[src/smgd_pkg.sv]
// ----------------------------------------------------------------------------
// smgd_pkg
// Shared widths, codeword table, grid helpers and match type for the
// square marker grid decoder.
// ----------------------------------------------------------------------------
`timescale 1ns / 1ps
`default_nettype none

package smgd_pkg;

    localparam int GRID_N    = 7;
    localparam int CELL_W    = GRID_N * GRID_N;
    localparam int ID_W      = 10;
    localparam int TURN_W    = 2;
    localparam int TOL_W     = 3;
    localparam int CW_W      = 5;
    localparam int NUM_CW    = 4;
    localparam int NUM_TURNS = 4;

    localparam logic [TOL_W-1:0] TOL_RESET = 3'd3;

    // Bit k of an entry is the expected cell at column k+1 of an inner row.
    localparam logic [CW_W-1:0] CODEWORDS [NUM_CW] = '{
        5'b00001,
        5'b11101,
        5'b10010,
        5'b01110
    };

    typedef logic [CELL_W-1:0] grid_t;

    typedef struct packed {
        logic            hit;
        logic [ID_W-1:0] id;
    } match_t;

    // Quarter turn: new[i][j] = old[6-j][i].
    function automatic grid_t turn_grid(input grid_t g);
        grid_t t;
        t = '0;
        for (int i = 0; i < GRID_N; i++)
        begin
            for (int j = 0; j < GRID_N; j++)
            begin
                t[GRID_N * i + j] = g[GRID_N * (GRID_N - 1 - j) + i];
            end
        end
        return t;
    endfunction

endpackage

`default_nettype wire

[src/smgd_border.sv]
// ----------------------------------------------------------------------------
// smgd_border
// Counts border index positions holding any set cell and flags a fault when
// the count exceeds the programmed tolerance.
// ----------------------------------------------------------------------------
`timescale 1ns / 1ps
`default_nettype none

module smgd_border
    import smgd_pkg::*;
(
    input  wire grid_t            grid,
    input  wire logic [TOL_W-1:0] tolerance,
    output logic                  fault
);

    logic [GRID_N-1:0] pos_set;
    logic [TOL_W-1:0]  bad_count;

    // Mark each index whose four border cells are not all black
    always_comb
    begin
        for (int i = 0; i < GRID_N; i++)
        begin
            pos_set[i] = grid[GRID_N * i] | grid[GRID_N * i + GRID_N - 1] |
                         grid[i] | grid[GRID_N * (GRID_N - 1) + i];
        end
    end

    // Count marked positions, seven at most
    always_comb
    begin
        bad_count = '0;
        for (int i = 0; i < GRID_N; i++)
        begin
            bad_count = bad_count + {{(TOL_W-1){1'b0}}, pos_set[i]};
        end
    end

    assign fault = (bad_count > tolerance);

endmodule

`default_nettype wire

[src/smgd_row_match.sv]
// ----------------------------------------------------------------------------
// smgd_row_match
// Checks that every inner row of one orientation equals a codeword and
// extracts the 10-bit identifier from that orientation.
// ----------------------------------------------------------------------------
`timescale 1ns / 1ps
`default_nettype none

module smgd_row_match
    import smgd_pkg::*;
(
    input  wire grid_t grid,
    output match_t     result
);

    logic [CW_W-1:0] row_bits [1:CW_W];
    logic [CW_W:1]   row_hit;

    // Compare each inner row against the codeword table
    always_comb
    begin
        for (int r = 1; r <= CW_W; r++)
        begin
            row_bits[r] = grid[GRID_N * r + 1 +: CW_W];
            row_hit[r]  = 1'b0;
            for (int w = 0; w < NUM_CW; w++)
            begin
                if (row_bits[r] == CODEWORDS[w])
                begin
                    row_hit[r] = 1'b1;
                end
            end
        end
    end

    // Gather columns 2 and 4 of rows 1 to 5, first row most significant
    always_comb
    begin
        result.hit = &row_hit;
        for (int r = 1; r <= CW_W; r++)
        begin
            result.id[2 * (CW_W - r) + 1] = grid[GRID_N * r + 2];
            result.id[2 * (CW_W - r)]     = grid[GRID_N * r + 4];
        end
    end

endmodule

`default_nettype wire

[src/square_marker_grid_decode.sv]
// ----------------------------------------------------------------------------
// square_marker_grid_decode
// Decodes one sampled 7x7 marker grid per cycle: border check, four
// orientation matches and identifier extraction.
// ----------------------------------------------------------------------------
// A grid request is taken on every clock edge where start is high; busy never
// rises, so one grid per cycle is sustained. The request is registered, decoded
// by one combinational pass (border count plus four fixed-wiring orientation
// matches), and registered again: its result is shown with done high for
// exactly one cycle. The receiver cannot stall the result, so it must
// capture it in that cycle. The border tolerance write port is always
// ready; a new tolerance applies to requests taken at or after the write
// edge.
`timescale 1ns / 1ps
`default_nettype none

module square_marker_grid_decode
    import smgd_pkg::*;
(
    input  wire logic              clk,
    input  wire logic              rst_n,
    input  wire logic              start,
    output logic                   busy,
    input  wire logic [CELL_W-1:0] cell_grid,
    input  wire logic              corners_present,
    input  wire logic              cfg_valid,
    output logic                   cfg_ready,
    input  wire logic [TOL_W-1:0]  cfg_data,
    output logic                   done,
    output logic                   marker_valid,
    output logic [ID_W-1:0]        marker_id,
    output logic [TURN_W-1:0]      turns_applied,
    output logic                   border_fault
);

    logic             cfg_write;
    logic [TOL_W-1:0] tolerance_reg;
    logic             req_valid_reg;
    grid_t            grid_reg;
    logic             corners_reg;

    grid_t            turned [NUM_TURNS];
    match_t           match  [NUM_TURNS];
    logic             fault;

    logic              done_next;
    logic              valid_next;
    logic [ID_W-1:0]   id_next;
    logic [TURN_W-1:0] turns_next;
    logic              fault_next;

    logic              done_reg;
    logic              valid_reg;
    logic [ID_W-1:0]   id_reg;
    logic [TURN_W-1:0] turns_reg;
    logic              fault_reg;

    assign busy      = 1'b0;
    assign cfg_ready = 1'b1;
    assign cfg_write = cfg_valid & cfg_ready;

    // Hold the border tolerance register
    always_ff @(posedge clk or negedge rst_n)
    begin
        if (!rst_n)
        begin
            tolerance_reg <= TOL_RESET;
        end
        else if (cfg_write)
        begin
            tolerance_reg <= cfg_data;
        end
    end

    // Capture the incoming request
    always_ff @(posedge clk or negedge rst_n)
    begin
        if (!rst_n)
        begin
            req_valid_reg <= 1'b0;
        end
        else
        begin
            req_valid_reg <= start & ~busy;
        end
    end

    always_ff @(posedge clk)
    begin
        grid_reg    <= cell_grid;
        corners_reg <= corners_present;
    end

    // Build the four orientations by fixed wiring
    always_comb
    begin
        turned[0] = grid_reg;
        for (int t = 1; t < NUM_TURNS; t++)
        begin
            turned[t] = turn_grid(turned[t-1]);
        end
    end

    smgd_border u_border (
        .grid      (grid_reg),
        .tolerance (tolerance_reg),
        .fault     (fault)
    );

    genvar gt;
    generate
        for (gt = 0; gt < NUM_TURNS; gt++)
        begin : g_turn
            smgd_row_match u_match (
                .grid   (turned[gt]),
                .result (match[gt])
            );
        end
    endgenerate

    // Select the first matching orientation and apply the special cases
    always_comb
    begin
        done_next  = req_valid_reg;
        valid_next = 1'b0;
        id_next    = '0;
        turns_next = '0;
        fault_next = 1'b0;
        if (req_valid_reg && corners_reg)
        begin
            if (fault)
            begin
                fault_next = 1'b1;
            end
            else
            begin
                for (int t = NUM_TURNS - 1; t >= 0; t--)
                begin
                    if (match[t].hit)
                    begin
                        valid_next = 1'b1;
                        id_next    = match[t].id;
                        turns_next = TURN_W'(t);
                    end
                end
            end
        end
    end

    // Advance the result register
    always_ff @(posedge clk or negedge rst_n)
    begin
        if (!rst_n)
        begin
            done_reg <= 1'b0;
        end
        else
        begin
            done_reg <= done_next;
        end
    end

    always_ff @(posedge clk)
    begin
        valid_reg <= valid_next;
        id_reg    <= id_next;
        turns_reg <= turns_next;
        fault_reg <= fault_next;
    end

    assign done          = done_reg;
    assign marker_valid  = valid_reg;
    assign marker_id     = id_reg;
    assign turns_applied = turns_reg;
    assign border_fault  = fault_reg;

endmodule

`default_nettype wire

[config.mk]
export PLATFORM = sky130hd
export DESIGN_NAME = square_marker_grid_decode
export DESIGN_NICKNAME = d
export VERILOG_FILES = /design/src/smgd_pkg.sv /design/src/smgd_border.sv /design/src/smgd_row_match.sv /design/src/square_marker_grid_decode.sv
export SDC_FILE = /design/constraint.sdc
export NUM_CORES = 1
export LEC_CHECK = 0
export ABC_AREA = 1
export BUFFER_PORTS_ARGS = -buffer_cell sky130_fd_sc_hd__buf_2
export CAP_MARGIN = 10
export CORE_MARGIN = 3
export CORE_UTILIZATION = 35
export DETAILED_ROUTE_END_ITERATION = 10
export GPL_TIMING_DRIVEN = 0
export SYNTH_ARGS = -nofsm -noshare
export SYNTH_HDL_FRONTEND = slang
export SYNTH_HIERARCHICAL = 1
export SYNTH_SLANG_ARGS = --single-unit
[constraint.sdc]
create_clock -name clk -period 5.38 [get_ports clk]
set_input_delay 0.807 -clock clk [delete_from_list [all_inputs] [get_ports clk]]
set_output_delay 0.807 -clock clk [all_outputs]
set_load 0.02 [all_outputs]
# --- Yosys cells after proc, flatten, opt, wreduce, memory -nomap -nowiden ---
# Cells that the tools add are included.
totals:
  elab_cells: 219
  output_inout_bits: 17
  reg_bits: 69
  input_bits: 57
classes:
  muxes: 92
  magnitude_cmp: 1
  bitwise_logic: 22
  eq_ne: 80
  reduce_logical: 8
  addsub: 6
op_table:
  columns: ["op", "count"]
  rows:
  - ["5-bit equality test (second input constant)", 40]
  - ["5-bit by 1-bit equality test with 1-bit output (second input constant)", 20]
  - ["5-bit by 4-bit equality test with 1-bit output (second input constant)", 20]
  - ["1-bit two-way mux", 86]
  - ["10-bit two-way mux", 4]
  - ["1-bit OR", 21]
  - ["5-bit AND reduction", 4]
  - ["3-bit by 1-bit adder with 3-bit output", 5]
  - ["2-bit two-way mux", 2]
  - ["4-bit OR reduction", 1]
  - ["3-bit > comparator", 1]
  - ["3-bit OR reduction", 1]
  - ["1-bit by 1-bit adder with 2-bit output", 1]
  - ["2-bit OR reduction", 1]
  - ["1-bit logical AND", 1]
  - ["1-bit inverter", 1]

# --- Depth between registers and ports, before layout ---
depth:
  word_depth: 11
  ltp_mapped: 20

# --- Modules after synthesis ---
# Netlist, hierarchy kept.
modules_own_cells:
  columns: ["mod", "instances", "area_per_inst_um2", "cells_each"]
  rows:
  - ["square_marker_grid_decode", 1, 1988.2, 193]
  - ["smgd_row_match", 4, 379.1, 85]
  - ["smgd_border", 1, 252.7, 41]

# --- Worst setup path before layout ---
# OpenSTA, ideal clock, no wires.
synth_path:
  path_kind: "flip-flop to flip-flop"
  start: "register grid_reg[42]"
  end: "register id_reg[0] (netlist: marker_id[0])"
  period_less_slack_ps: 3746
  required_ps: 5263
  stages_incl_launch_ff: 19
  path_slack_ps: 1634
  setup_ps: 117
  arrival_ps: 3629
  n_path_buf: 0
  path_cell_list: "dfxtp_1 > or3_1 > fa_1 > inv_1 > fa_1 > inv_1 > fa_1 > inv_1 > fa_1 > inv_1 > ha_1 > nand2_1 > nor2_1 > nor2_1 > inv_2 > nand3_2 > nor2_4 > nand2_1 > o21ai_1"
synth_via:
  elab_chain_cells: 9
  elab_cells_between_ends: 12
  classes_between: "add/sub (6); order compare (1); bitwise (4); reduce/logical (1)"
synth_rtl:
  columns: ["item", "line_no", "rtl"]
  rows:
  - ["start: declaration", "square_marker_grid_decode.sv:39", "grid_t grid_reg;"]
  - ["start signal: assignment", "square_marker_grid_decode.sv:90", "grid_reg <= cell_grid;"]
  - ["1-bit OR", "smgd_border.sv:26", "grid[i] | grid[GRID_N * (GRID_N - 1) + i];"]
  - ["1-bit by 1-bit adder with 2-bit output", "smgd_border.sv:36", "bad_count = bad_count + {{(TOL_W-1){1'b0}}, pos_set[i]};"]
  - ["3-bit by 1-bit adder with 3-bit output (4 in series)", "smgd_border.sv:36", null]
  - ["3-bit by 1-bit adder with 3-bit output (*)", "smgd_border.sv:36", null]
  - ["3-bit > comparator (*)", "smgd_border.sv:40", "assign fault = (bad_count > tolerance);"]
  - ["named net fault", "square_marker_grid_decode.sv:44", "logic fault;"]
  - ["2-bit OR reduction (no source line) (*)", null, null]
  - ["end signal: assignment", "square_marker_grid_decode.sv:166", "id_reg <= id_next;"]
  - ["end: declaration", "square_marker_grid_decode.sv:54", "logic [ID_W-1:0] id_reg;"]
# Mark *: on every way through the listed nets, which the timed path passes. The rest lies on a longest branch.
# A chain may end at the register's enable or synchronous reset.

# --- Worst setup path in the final report ---
# Ends and elaborated chain as after synthesis.

==> impl_metrics.env <==
export IMPL_grt_overflow=0
export IMPL_wl_um=8860
export IMPL_synth_avg_cell_area_um2=6.55
export IMPL_yosysTopAreaCellShare_pct=34.1
export IMPL_synth_most_common_cell="nand2_1"
export IMPL_num_vias=3477
export IMPL_path_clk_slew_ns=0.09
export IMPL_fillers=1102
export IMPL_fp_dieW_um=110
export IMPL_fp_dieH_um=110
export IMPL_hold_buffers=0
export IMPL_start_kind="flip-flop"
export IMPL_clock_root_buffer="clkbuf_8"
export IMPL_period_needed_ns=4.09
export IMPL_rsz0062_at_grt="no"
export IMPL_place_hpwl_um=6540
export IMPL_wl_per_cell_um=11.1
export IMPL_synthTopCellsByArea="dfxtp_1, nand2_1, inv_1"
export IMPL_hold_class="input pin to asynchronous set/reset pin"
export IMPL_cts_htree_levels=3
export IMPL_io_pins=74
export IMPL_core_area_mm2=0.0104
export IMPL_yosys_register_bits=69
export IMPL_fin_util_pct=43.1
export IMPL_place_congestion=0.809
export IMPL_fmax_mhz=244
export IMPL_grt_pass1_wl_um=14700
export IMPL_whs_ns=0.256
export IMPL_ctsResizeCount=0
export IMPL_grt_max_degree=15
export IMPL_viasPerCell=4.36
export IMPL_drive_gt1_share_pct=23.4
export IMPL_maxCapViolations=0
export IMPL_grt_pass1_vias=3310
export IMPL_syn_area_mm2=0.00376
export IMPL_fin_cells=797
export IMPL_area_growth_pct=18.8
export IMPL_slew_headroom_pct=63.2
export IMPL_worst_pin_slew_ns=0.551
export IMPL_antenna_found_initial=0
export IMPL_setup_ws_ns=1.29
export IMPL_num_antenna_cells=0
export IMPL_drc=0
export IMPL_clk_latency_ns=0.35
export IMPL_slew_violations=0
export IMPL_clock_skew_ns=0.0141
export IMPL_synth_distinct_cells=29
export IMPL_ant_nets=0
export IMPL_placed_cell_area_mm2=0.00428
export IMPL_cts_sinks=69
export IMPL_path_class="flip-flop to flip-flop"
export IMPL_yosysSeqAreaShare_pct=37.5
export IMPL_p_per_area_mw_per_mm2=248
export IMPL_synth_top_flop_cell="dfxtp_1"
export IMPL_rows=37
export IMPL_tns_ns=0
export IMPL_post_cts_buffers=0
export IMPL_grt_total_usage_pct=15.5
export IMPL_nets=720
export IMPL_initial_core_util_pct=36.2
export IMPL_largest_register_ffs=49
export IMPL_ir_drop_v=0.000196
export IMPL_finalPower_mw=1.11
export IMPL_async_flop_share_pct=7.25
export IMPL_synth_net_count=638
export IMPL_syn_inst=574
export IMPL_cts_made_buffers=9
export IMPL_yosys_warnings=6
export IMPL_setup_viol=0
export IMPL_dp_slack_ns=1.29
export IMPL_synth_common_cells="nand2_1, inv_1, dfxtp_1, nor2_1, nand3_1"
export IMPL_drt_pass1_iterations=4
export IMPL_drtIter0Drc=177
export IMPL_p_leak_nw=2.56
export IMPL_status="finished, final reports clean"
export IMPL_stdcell_area_mm2=0.00447
export IMPL_dieArea_mm2=0.0120
export IMPL_synth_top_area_cell="dfxtp_1"
export IMPL_cp_end_kind="flip-flop"
export IMPL_rr_worst_depth=19
export IMPL_synth_edf_count=0
export IMPL_period_share_pct=76.1
export IMPL_finalHoldViolations=0
export IMPL_dp_cells=781
export IMPL_crit_fanout=9
export IMPL_cts_tree="built"
export IMPL_cp_required_ns=5.65
export IMPL_ctsLongestPathBuffers=2
export IMPL_io_buffers=71
export IMPL_worstPathArrival_ns=4.37
-- report_power, final --
group	switching (mW)	internal, mW
clock	0.221	0.174
combinational	0.0688	0.0703
sequential	0.0368	0.536
total	0.326	0.781
-- layout make-up --
type | count | area [µm²] | area share, %
Buffer | 48 | 354 | 7.93
Clock buffer | 9 | 124 | 2.77
Clock inverter | 7 | 58.8 | 1.32
Inverter | 100 | 375 | 8.41
Multi-Input combinational cell | 357 | 1620 | 36.3
Sequential cell | 69 | 1410 | 31.5
Tap cell | 136 | 170 | 3.81
Timing Repair Buffer | 71 | 355 | 7.96
-- layout by cell type, fill, tap and decap left out, types with 3 or more instances in the layout --
master / Yosys / final
inv_1: 94 / 94
nor2_1: 63 / 63
mux2_2: 3 / 3
nand4_1: 4 / 4
inv_2: 6 / 6
dfrtp_1: 3 / 3
nor2_2: 4 / 4
or2_1: 4 / 4
ha_1: 3 / 3
buf_2: 4 / 75
clkbuf_8: 0 / 9
o21ai_0: 8 / 8
nand3_1: 47 / 47
fa_1: 4 / 4
buf_4: 43 / 43
o21ai_1: 10 / 10
a21oi_1: 8 / 8
dfxtp_1: 64 / 64
nand2_1: 187 / 187
-- final timing paths --
path	startpoint	end	slack (ns)
max	grid_reg[42]	marker_id[0]	1.29
min	rst_n	tolerance_reg[2]	0.26
max reg2reg	grid_reg[42]	marker_id[0]	1.29
min reg2reg	done_next	done	0.43
max in group asynchronous	rst_n	tolerance_reg[0]	4.92
min in group clk	done_next	done	0.43
-- layer usage --
layer | up-vias | track usage, % | wire, µm
met4 | 0 | 6.06 | 165
met2 | 82 | 25.0 | 4090
li1 | 1837 | - | -
met3 | 17 | 2.82 | 505
met1 | 1541 | 20.6 | 4100
met5 | - | 0 | 0
-- critical path: stages, from the launching register on --
cell,delay (ns)
dfxtp_1,0.31
or3_1,0.39
fa_1,0.54
inv_1,0.05
fa_1,0.52
inv_1,0.05
fa_1,0.40
inv_1,0.07
fa_1,0.40
inv_1,0.06
ha_1,0.22
nand2_1,0.10
nor2_1,0.05
nor2_1,0.09
nor2_1,0.10
inv_2,0.07
nand3_2,0.14
nor2_4,0.26
nand2_1,0.09
o21ai_1,0.11
-- cells by family (layout without fill, tap and decap cells) --
kind of cell             Yosys count  after routing  share of synthesized area (%)
AO/OA/AOI/OAI                     26             26                           3.46
buffers and inverters            148            235                           19.4
AND/OR/NAND/NOR                  319            319                           35.4
adder cells (fa/ha/maj)            7              7                           3.13
flip-flops                        69             69                           37.5
multiplexers                       3              3                          0.899
other                              2              2                          0.200
No activity file was read; power rests on OpenSTA's default activity.
